==> config.mk <==
export PLATFORM = sky130hd
export DESIGN_NAME = fnura_ctrl
export DESIGN_NICKNAME = d
export VERILOG_FILES = /design/src/assert_macros.svh /design/src/fnura_pkg.sv /design/src/fnura_ctrl.sv
export SDC_FILE = /design/constraint.sdc
export NUM_CORES = 1
export LEC_CHECK = 0
export BUFFER_PORTS_ARGS = -buffer_cell sky130_fd_sc_hd__buf_4
export CAP_MARGIN = 20
export CORE_AREA = 3 3 40 42
export CTS_BUF_LIST = sky130_fd_sc_hd__clkbuf_4
export CTS_CLUSTER_DIAMETER = 80
export DETAILED_ROUTE_END_ITERATION = 10
export DIE_AREA = 0 0 43 45
export GPL_ROUTABILITY_DRIVEN = 0
export GPL_TIMING_DRIVEN = 0
export MAX_ROUTING_LAYER = met4
export PLACE_DENSITY = 0.68
export SLEW_MARGIN = 10
export SYNTH_ARGS = -nofsm -noshare
export SYNTH_HDL_FRONTEND = slang
export SYNTH_SLANG_ARGS = --single-unit
export TNS_END_PERCENT = 1
==> constraint.sdc <==
create_clock -name i_clk -period 1.95 [get_ports i_clk]
set_clock_uncertainty 0.2 [all_clocks]
set_input_delay 0.2925 -clock i_clk [delete_from_list [all_inputs] [get_ports i_clk]]
set_output_delay 0.2925 -clock i_clk [all_outputs]
set_load 0.02 [all_outputs]
==> src/assert_macros.svh <==
// ----------------------------------------------------------------------------
// Assertion macros
// Shared concurrent assertion forms for the register allocator.
// ----------------------------------------------------------------------------
`ifndef ASSERT_MACROS_SVH
`define ASSERT_MACROS_SVH

// Same-cycle implication, quiet while reset is asserted.
`define FNURA_ASSERT_IMP(lbl, clk, rst_n, ante, cons) \
    lbl: assert property (@(posedge clk) disable iff (!(rst_n)) (ante) |-> (cons)) \
        else $error("allocator assertion failed");

// Next-cycle implication, quiet while reset is asserted.
`define FNURA_ASSERT_NXT(lbl, clk, rst_n, ante, cons) \
    lbl: assert property (@(posedge clk) disable iff (!(rst_n)) (ante) |=> (cons)) \
        else $error("allocator assertion failed");

`endif

==> src/fnura_pkg.sv <==
// ----------------------------------------------------------------------------
// fnura_pkg
// Types, constants and helpers shared by the register allocator modules.
// ----------------------------------------------------------------------------
package fnura_pkg;

    localparam int NUM_CLASSES = 4;
    localparam int MAX_PHYS    = 32;
    localparam int NUM_VREGS   = 256;
    localparam int USE_SLOTS   = 1024;

    localparam int CLS_W      = 2;
    localparam int VREG_W     = 8;
    localparam int PREG_W     = 5;
    localparam int CNT_W      = 6;
    localparam int KEY_W      = CLS_W + VREG_W;
    localparam int PIDX_W     = CLS_W + PREG_W;
    localparam int SLOT_W     = 10;
    localparam int FILL_W     = SLOT_W + 1;
    localparam int CYC_W      = 16;
    localparam int TOT_W      = 16;
    localparam int RANK_W     = CYC_W + 1;
    localparam int CFG_IDX_W  = 2;
    localparam int CFG_DATA_W = 6;

    localparam logic [1:0] CMD_SCAN    = 2'd0;
    localparam logic [1:0] CMD_USE     = 2'd1;
    localparam logic [1:0] CMD_RELEASE = 2'd2;
    localparam logic [1:0] CMD_DEF     = 2'd3;

    localparam logic [1:0] ST_OK      = 2'd0;
    localparam logic [1:0] ST_FULL    = 2'd1;
    localparam logic [1:0] ST_NOPEND  = 2'd2;

    localparam logic [CNT_W-1:0]  RESET_COUNT = CNT_W'(16);
    localparam logic [TOT_W-1:0]  TOT_MAX     = '1;
    localparam logic [RANK_W-1:0] NO_USE_RANK = RANK_W'(1) << CYC_W;

    typedef struct packed {
        logic [1:0]        command;
        logic [CLS_W-1:0]  reg_class;
        logic [VREG_W-1:0] vreg;
        logic [CYC_W-1:0]  use_cycle;
    } t_request;

    typedef struct packed {
        logic [1:0]        status;
        logic [PREG_W-1:0] phys_reg;
        logic              load_added;
        logic              store_added;
        logic [VREG_W-1:0] spilled_vreg;
        logic              freed;
        logic [TOT_W-1:0]  load_total;
        logic [TOT_W-1:0]  store_total;
    } t_result;

    typedef struct packed {
        logic [SLOT_W-1:0] head;
        logic [SLOT_W-1:0] tail;
        logic              pending;
    } t_use_list;

    typedef enum logic [3:0] {
        S_CLEAR, S_IDLE, S_LOOK, S_OWN, S_DEC, S_LINK, S_POP,
        S_VSEL, S_VLST, S_VCYC, S_VCMP, S_ASSIGN
    } t_state;

    typedef struct packed {
        t_state state;
        logic   accept;
        logic   finish;
    } t_ctrl;

    typedef struct packed {
        logic [1:0] command;
        logic       clr_done;
        logic       pending;
        logic       last;
        logic       bound;
        logic       stack_empty;
        logic       cand_end;
        logic       cand_owned;
    } t_stat;

    function automatic logic [CNT_W-1:0] clamp_count(input logic [CFG_DATA_W-1:0] v);
        logic [CNT_W-1:0] c;
        c = v;
        if (v == '0) begin
            c = CNT_W'(1);
        end else if (v > CFG_DATA_W'(MAX_PHYS)) begin
            c = CNT_W'(MAX_PHYS);
        end
        return c;
    endfunction

endpackage

==> src/fnura_ctrl.sv <==
// ----------------------------------------------------------------------------
// fnura_ctrl
// Sequencer for the allocator: steps each request through lookup, decision
// and, as needed, a list link, free-stack pop or victim walk and assignment.
// ----------------------------------------------------------------------------
module fnura_ctrl (
    input  logic            i_clk,
    input  logic            i_rst_n,
    input  logic            i_start,
    input  fnura_pkg::t_stat i_stat,
    output fnura_pkg::t_ctrl o_ctrl,
    output logic            o_busy
);

    fnura_pkg::t_state r_state;
    fnura_pkg::t_state n_state;
    logic              accept;
    logic              finish;

    always_ff @(posedge i_clk) begin
        if (!i_rst_n) begin
            r_state <= fnura_pkg::S_CLEAR;
        end else begin
            r_state <= n_state;
        end
    end

    always_comb begin
        n_state = r_state;
        accept  = 1'b0;
        finish  = 1'b0;
        case (r_state)
            fnura_pkg::S_CLEAR: begin
                if (i_stat.clr_done) n_state = fnura_pkg::S_IDLE;
            end
            fnura_pkg::S_IDLE: begin
                if (i_start) begin
                    accept  = 1'b1;
                    n_state = fnura_pkg::S_LOOK;
                end
            end
            fnura_pkg::S_LOOK: n_state = fnura_pkg::S_OWN;
            fnura_pkg::S_OWN:  n_state = fnura_pkg::S_DEC;
            fnura_pkg::S_DEC: begin
                case (i_stat.command)
                    fnura_pkg::CMD_RELEASE: begin
                        if (i_stat.pending && !i_stat.last) begin
                            n_state = fnura_pkg::S_LINK;
                        end else begin
                            finish  = 1'b1;
                            n_state = fnura_pkg::S_IDLE;
                        end
                    end
                    fnura_pkg::CMD_USE, fnura_pkg::CMD_DEF: begin
                        if (i_stat.bound) begin
                            finish  = 1'b1;
                            n_state = fnura_pkg::S_IDLE;
                        end else if (!i_stat.stack_empty) begin
                            n_state = fnura_pkg::S_POP;
                        end else begin
                            n_state = fnura_pkg::S_VSEL;
                        end
                    end
                    default: begin
                        finish  = 1'b1;
                        n_state = fnura_pkg::S_IDLE;
                    end
                endcase
            end
            fnura_pkg::S_LINK: begin
                finish  = 1'b1;
                n_state = fnura_pkg::S_IDLE;
            end
            fnura_pkg::S_POP: n_state = fnura_pkg::S_ASSIGN;
            fnura_pkg::S_VSEL: begin
                if (i_stat.cand_end) begin
                    n_state = fnura_pkg::S_ASSIGN;
                end else if (i_stat.cand_owned) begin
                    n_state = fnura_pkg::S_VLST;
                end
            end
            fnura_pkg::S_VLST: n_state = fnura_pkg::S_VCYC;
            fnura_pkg::S_VCYC: n_state = fnura_pkg::S_VCMP;
            fnura_pkg::S_VCMP: n_state = fnura_pkg::S_VSEL;
            fnura_pkg::S_ASSIGN: begin
                finish  = 1'b1;
                n_state = fnura_pkg::S_IDLE;
            end
            default: n_state = fnura_pkg::S_IDLE;
        endcase
    end

    assign o_ctrl.state  = r_state;
    assign o_ctrl.accept = accept;
    assign o_ctrl.finish = finish;
    assign o_busy        = (r_state != fnura_pkg::S_IDLE);

endmodule

### Yosys cells after proc, flatten, opt, wreduce, memory -nomap -nowiden

Index checks and enable logic that the tools add are counted.

* bitwise operators: 0
* div/mod/pow operators: 0
* order comparisons: 0
* muxes and demuxes: 15
* eq/ne operators: 18
* add/subtract/negate cells: 0
* multipliers: 0
* shifts and indexed selects: 0
* reductions and logical operators: 6

Operators with widths (count)
* $pmux 4 s10: 1
* $eq 4x3->1 const B: 4
* $eq 4x4->1 const B: 4
* $mux 4: 4
* $eq 4x2->1 const B: 2
* $pmux 4 s2: 1
* $mux 3: 2
* $mux 1: 5
* $eq 2x2->1 const B: 2
* $eq 4x1->1 const B: 1
* $logic_not 4->1: 1
* $ne 2x2->1 const B: 2
* $ne 4x1->1 const B: 1
* $pmux 1 s2: 2
* $reduce_or 2->1: 2
* $ne 3x3->1 const B: 1
* $reduce_and 3->1: 1
* $eq 2x1->1 const B: 1
* $logic_and 1x1->1: 1
* $logic_not 1->1: 1

* latch bits: 0
* bits in read-only memories: 0
* memories kept: 0
* bits in writable memories: 0
* flip-flop bits (word level): 4
* logic and storage cells: 40

### Depth between registers and ports, before layout

* depth after elaboration: 5
* mapped depth: 5
* gate-level depth less buffers: 4

### Least setup slack after synthesis

OpenSTA, ideal clock, no wires.

* kind: reg2out
* from: register r_state[0]
* to: output port o_ctrl[0] (netlist name)
* stages on the path, launching flop included: 5
* required time: 1457 ps
* data arrival time: 1134 ps
* slack: 324 ps
* cell sequence: dfxtp_1 buf_6 a21oi_1 o32ai_1 buf_4

* word-level cells in the longest chain between the ends: 3
* elaborated cells between the ends (all ways): 5

RTL lines
* from (decl): RTL line fnura_ctrl.sv:15 `fnura_pkg::t_state r_state;`
* from (signal assigned): RTL line fnura_ctrl.sv:22 `r_state <= fnura_pkg::S_CLEAR;`
* from (signal assigned): RTL line fnura_ctrl.sv:24 `r_state <= n_state;`
* $eq 4x4->1 or $eq 4x3->1 (tied branches): RTL line fnura_ctrl.sv:32 `case (r_state)`
* $reduce_or 2->1 (no source line)
* $pmux 1 s2 *: RTL line fnura_ctrl.sv:32
* to (decl): RTL line fnura_ctrl.sv:11 `output fnura_pkg::t_ctrl o_ctrl,`

Mark *: on every way between the ends. The rest lies on a longest branch, timed or not.

### Worst setup path after layout

Ends and elaborated chain as after synthesis.

==> impl_metrics.prom <==
# TYPE chip_impl_metric gauge
chip_impl_metric{name="grt_overflow_total",unit=""} 0
chip_impl_metric{name="grt_util_all_layers",unit=""} 0.111
chip_impl_metric{name="fp-row-count",unit=""} 13
chip_impl_metric{name="complex_gate_fraction_of_the_synthesized_area",unit=""} 0.281
chip_impl_metric{name="timing.fmax",unit="MHz"} 549
chip_impl_metric{name="arrival",unit="ns"} 1.33
chip_impl_metric{name="drt_pass1_iterations",unit=""} 4
chip_impl_metric{name="period_share",unit=""} 0.934
chip_impl_metric{name="max_slew_violations",unit=""} 0
chip_impl_metric{name="detailroute.via_count",unit=""} 462
chip_impl_metric{name="worstMarginPinSlew",unit="ns"} 0.263
chip_impl_metric{name="synth.mux.area_fraction",unit=""} 0
chip_impl_metric{name="first_iter_violations",unit=""} 8
chip_impl_info{name="regMostFlops",value="r_state"} 1
chip_impl_metric{name="post_synth_xor_area_fraction",unit=""} 0.0432
chip_impl_metric{name="die-area",unit="sq um"} 1940
chip_impl_metric{name="cts_buffer_depth",unit=""} 2
chip_impl_metric{name="cellLeakagePower",unit="nW"} 0.256
chip_impl_info{name="synth_top_family_by_area",value="simple AND/OR/NAND/NOR gates"} 1
chip_impl_metric{name="viasPerCell",unit=""} 4.97
chip_impl_metric{name="relSlewSlack",unit=""} 0.822
chip_impl_metric{name="hold_path_depth",unit=""} 2
chip_impl_metric{name="grt_pass1_vias",unit=""} 426
chip_impl_metric{name="grt_start_max_net_pins",unit=""} 11
chip_impl_info{name="cts-root-buf",value="clkbuf_4"} 1
chip_impl_metric{name="synth.ff_latch_count",unit=""} 4
chip_impl_metric{name="dpl.hpwl",unit="um"} 820
chip_impl_metric{name="postCtsHoldBufs",unit=""} 0
chip_impl_info{name="min-delay-start",value="i_rst_n"} 1
chip_impl_metric{name="number_of_fill_cells_in_the_layout",unit=""} 149
chip_impl_metric{name="die-height",unit="um"} 45
chip_impl_metric{name="wirelength",unit="um"} 1040
chip_impl_metric{name="timing.setup.tns",unit="ns"} 0
chip_impl_metric{name="r2r_setup_slack",unit="ns"} 0.53
chip_impl_metric{name="ys_seq_area_frac",unit=""} 0.198
chip_impl_info{name="critPathLaunchType",value="flop"} 1
chip_impl_metric{name="clock_sinks",unit=""} 4
chip_impl_metric{name="global_route_wire_length_before_repair",unit="um"} 1700
chip_impl_metric{name="period_minus_slack",unit="ns"} 1.82
chip_impl_metric{name="final_layout_size_suffix_gt1_frac",unit=""} 0.385
chip_impl_metric{name="unique_masters_post_synth",unit=""} 28
chip_impl_metric{name="cts.repair_timing.setup_buffer_count",unit=""} 0
chip_impl_metric{name="synth_fa_ha_area_frac",unit=""} 0
chip_impl_metric{name="clk-insertion-delay-late",unit="ns"} 0.23
chip_impl_info{name="r2r-start",value="r_state[3]"} 1
chip_impl_metric{name="share_clk_of_total_power",unit=""} 0.370
chip_impl_metric{name="cts-buffers-inserted",unit=""} 3
chip_impl_metric{name="cp_max_fo",unit=""} 10
chip_impl_metric{name="routed_length_per_placed_instance",unit="um"} 11.2
chip_impl_metric{name="antenna_found_initial",unit=""} 0
chip_impl_metric{name="fin_nets",unit=""} 92
chip_impl_metric{name="power.switching",unit="W"} 0.0000746
chip_impl_metric{name="die_width",unit="um"} 43
chip_impl_metric{name="simple_gate_area_share_of_the_yosys_netlist",unit=""} 0.336
chip_impl_metric{name="power_density",unit="nW/um^2"} 461
chip_impl_metric{name="netSwitchingFraction",unit=""} 0.273
chip_impl_info{name="layout_top_registers",value="r_state (4)"} 1
chip_impl_metric{name="report.final.hold_viol_count",unit=""} 0
chip_impl_info{name="crit-reg2reg-capture",value="r_state[0]"} 1
chip_impl_info{name="worstHoldEndpoint",value="r_state[2]"} 1
chip_impl_metric{name="clock_transition_at_the_registers_of_the_reported_paths",unit="ns"} 0.04
chip_impl_metric{name="power.internal",unit="W"} 0.000199
chip_impl_metric{name="pwr-share-seq",unit=""} 0.329
chip_impl_metric{name="flip_flop_count_of_the_largest_register_all_copies_and_words_added",unit=""} 4
chip_impl_metric{name="initial_utilization",unit=""} 0.315
chip_impl_info{name="min-delay-path-class",value="input port to flop"} 1
chip_impl_info{name="worstSetupEndpointType",value="output pin"} 1
chip_impl_metric{name="syn_inst",unit=""} 57
chip_impl_info{name="crit_path_start",value="r_state[0]"} 1
chip_impl_metric{name="post_synthesis_net_count",unit=""} 69
chip_impl_metric{name="route.antenna.remaining_nets",unit=""} 0
chip_impl_metric{name="io_buffers",unit=""} 18
chip_impl_info{name="worstSetupPathType",value="flop to output pin"} 1
chip_impl_metric{name="synthesis.yosys.warnings",unit=""} 0
chip_impl_metric{name="power.share.combinational",unit=""} 0.301
chip_impl_metric{name="layout-area-overhead-vs-synth",unit="%"} 46.3
chip_impl_metric{name="diodes",unit=""} 0
chip_impl_info{name="tritoncts",value="done"} 1
chip_impl_info{name="status",value="finished clean"} 1
chip_impl_info{name="rsz0062_at_grt",value="false"} 1
chip_impl_metric{name="irDropWorstVdd",unit="mV"} 0.224
chip_impl_metric{name="cts.htree.levels",unit=""} 1
chip_impl_metric{name="total_of_endpoints_with_negative_setup_slack_in_the_final_report",unit=""} 0
chip_impl_metric{name="post_synth_instance_area",unit="sq um"} 405
chip_impl_metric{name="design.core.area",unit="sq um"} 1280
chip_impl_metric{name="critical_path_required",unit="ns"} 1.46
chip_impl_metric{name="max-cap-violations",unit=""} 0
chip_impl_metric{name="synth.avg_cell_area",unit="sq um"} 7.11
chip_impl_metric{name="utilization",unit=""} 0.462
chip_impl_metric{name="worstRegToRegCells",unit=""} 5
chip_impl_metric{name="pin_count",unit=""} 19
chip_impl_metric{name="residual_drc",unit=""} 0
per-layer routing:
layer  global-route usage  routed length [um]
met4                    0                   0
met5                    -                   0
met1                0.156                 521
met3               0.0279                  57
met2                0.174                 461
layout make-up:
cell class / instances / area, sq um / area share
multi-input cells: 45 / 275 / 0.464
repair buffers: 18 / 135 / 0.228
flip-flops and latches: 4 / 81.3 / 0.137
plain buffers: 6 / 52.6 / 0.0886
clock buffers: 3 / 22.5 / 0.0380
well taps: 15 / 18.8 / 0.0316
inverters: 2 / 7.51 / 0.0127
worst max-delay path by stage:
stage | endpoint | slack (ns) | cells after the start
after floorplan | o_ctrl[0] | 0.32 | 4
after global placement | o_ctrl[0] | 0.28 | 5
after detailed placement | o_ctrl[0] | 0.29 | 5
after CTS | o_ctrl[0] | 0.03 | 5
after global routing | o_ctrl[0] | 0.05 | 5
final | o_ctrl[0] | 0.13 | 5
critical path, stage by stage (launching register included):
cell     delay, ns
dfxtp_2       0.37
buf_6         0.15
a21oi_1       0.06
o32ai_2       0.25
buf_4         0.14
buf_4         0.12
power groups by stage:
stage / combinational (W) / sequential, W / clock [W]
6_report: 0.0000824 / 0.0000899 / 0.000101
5_1_grt: 0.0000900 / 0.0000902 / 0.000109
4_1_cts: 0.0000822 / 0.0000894 / 0.000104
3_5_place_dp: 0.0000819 / 0.0000906 / 0
3_3_place_gp: 0.0000817 / 0.0000905 / 0
2_1_floorplan: 0.0000442 / 0.0000933 / 0
cell usage after synthesis:
| cell type | number | area share |
|---|---|---|
| nand2_1 | 4 | 0.037 |
| inv_1 | 1 | 0.0093 |
| or3_1 | 1 | 0.015 |
| xnor2_1 | 1 | 0.022 |
| a22o_1 | 1 | 0.022 |
| a32oi_1 | 1 | 0.022 |
| a31oi_1 | 2 | 0.031 |
| o211ai_1 | 1 | 0.019 |
| o32ai_1 | 1 | 0.022 |
| nand4bb_1 | 1 | 0.028 |
| nor2_1 | 7 | 0.065 |
| xor2_1 | 1 | 0.022 |
| nand3b_1 | 1 | 0.019 |
| and3_1 | 1 | 0.015 |
| o21ai_1 | 2 | 0.025 |
| o41ai_1 | 1 | 0.022 |
| o22ai_1 | 1 | 0.015 |
| dfxtp_1 | 4 | 0.20 |
| or2b_1 | 1 | 0.019 |
| inv_2 | 1 | 0.0093 |
| or2_1 | 2 | 0.031 |
| buf_6 | 2 | 0.056 |
| nor2b_1 | 2 | 0.031 |
| a21oi_1 | 7 | 0.086 |
| buf_2 | 1 | 0.012 |
| nand2b_1 | 5 | 0.077 |
| a22oi_1 | 1 | 0.019 |
| buf_4 | 3 | 0.056 |
cell families (layout without fill, tap and decap cells):
kind of cell / count (synthesis) / count (layout)
AND/OR/NAND/NOR: 25 / 25
AO/OA/AOI/OAI: 18 / 18
buffers and inverters: 8 / 29
flip-flops: 4 / 4
XOR/XNOR: 2 / 2
stage by stage:
stage	total power, W	cells	cell area, sq um	setup WS [ns]	hold WS, ns
floorplan	0.000137	57	405	0.324	0.215
global placement	0.000172	90	559	0.284	0.326
detailed placement	0.000173	90	559	0.291	0.328
CTS	0.000275	93	582	0.0319	0.0876
global route	0.000289	93	593	0.0508	0.130
finish	0.000274	93	593	0.128	0.0906
what timing repair did:
| item | CTS | global route |
|---|---|---|
| setup endpoints to repair | 0 | 1 |
| resized for setup | 0 | 3 |
| endpoints found under the hold margin | 0 | 0 |
placed cells by master (no fill, tap or decap), types with 2 or more instances in the layout:
| cell | count |
|---|---|
| clkbuf_4 | 4 |
| a21oi_1 | 7 |
| nor2_1 | 7 |
| nor2b_1 | 2 |
| or2_1 | 2 |
| nand2b_1 | 5 |
| buf_4 | 21 |
| o21ai_1 | 2 |
| nand2_1 | 4 |
| a31oi_1 | 2 |
| buf_6 | 2 |
| dfxtp_1 | 3 |
No activity file was read; power rests on OpenSTA's default activity.
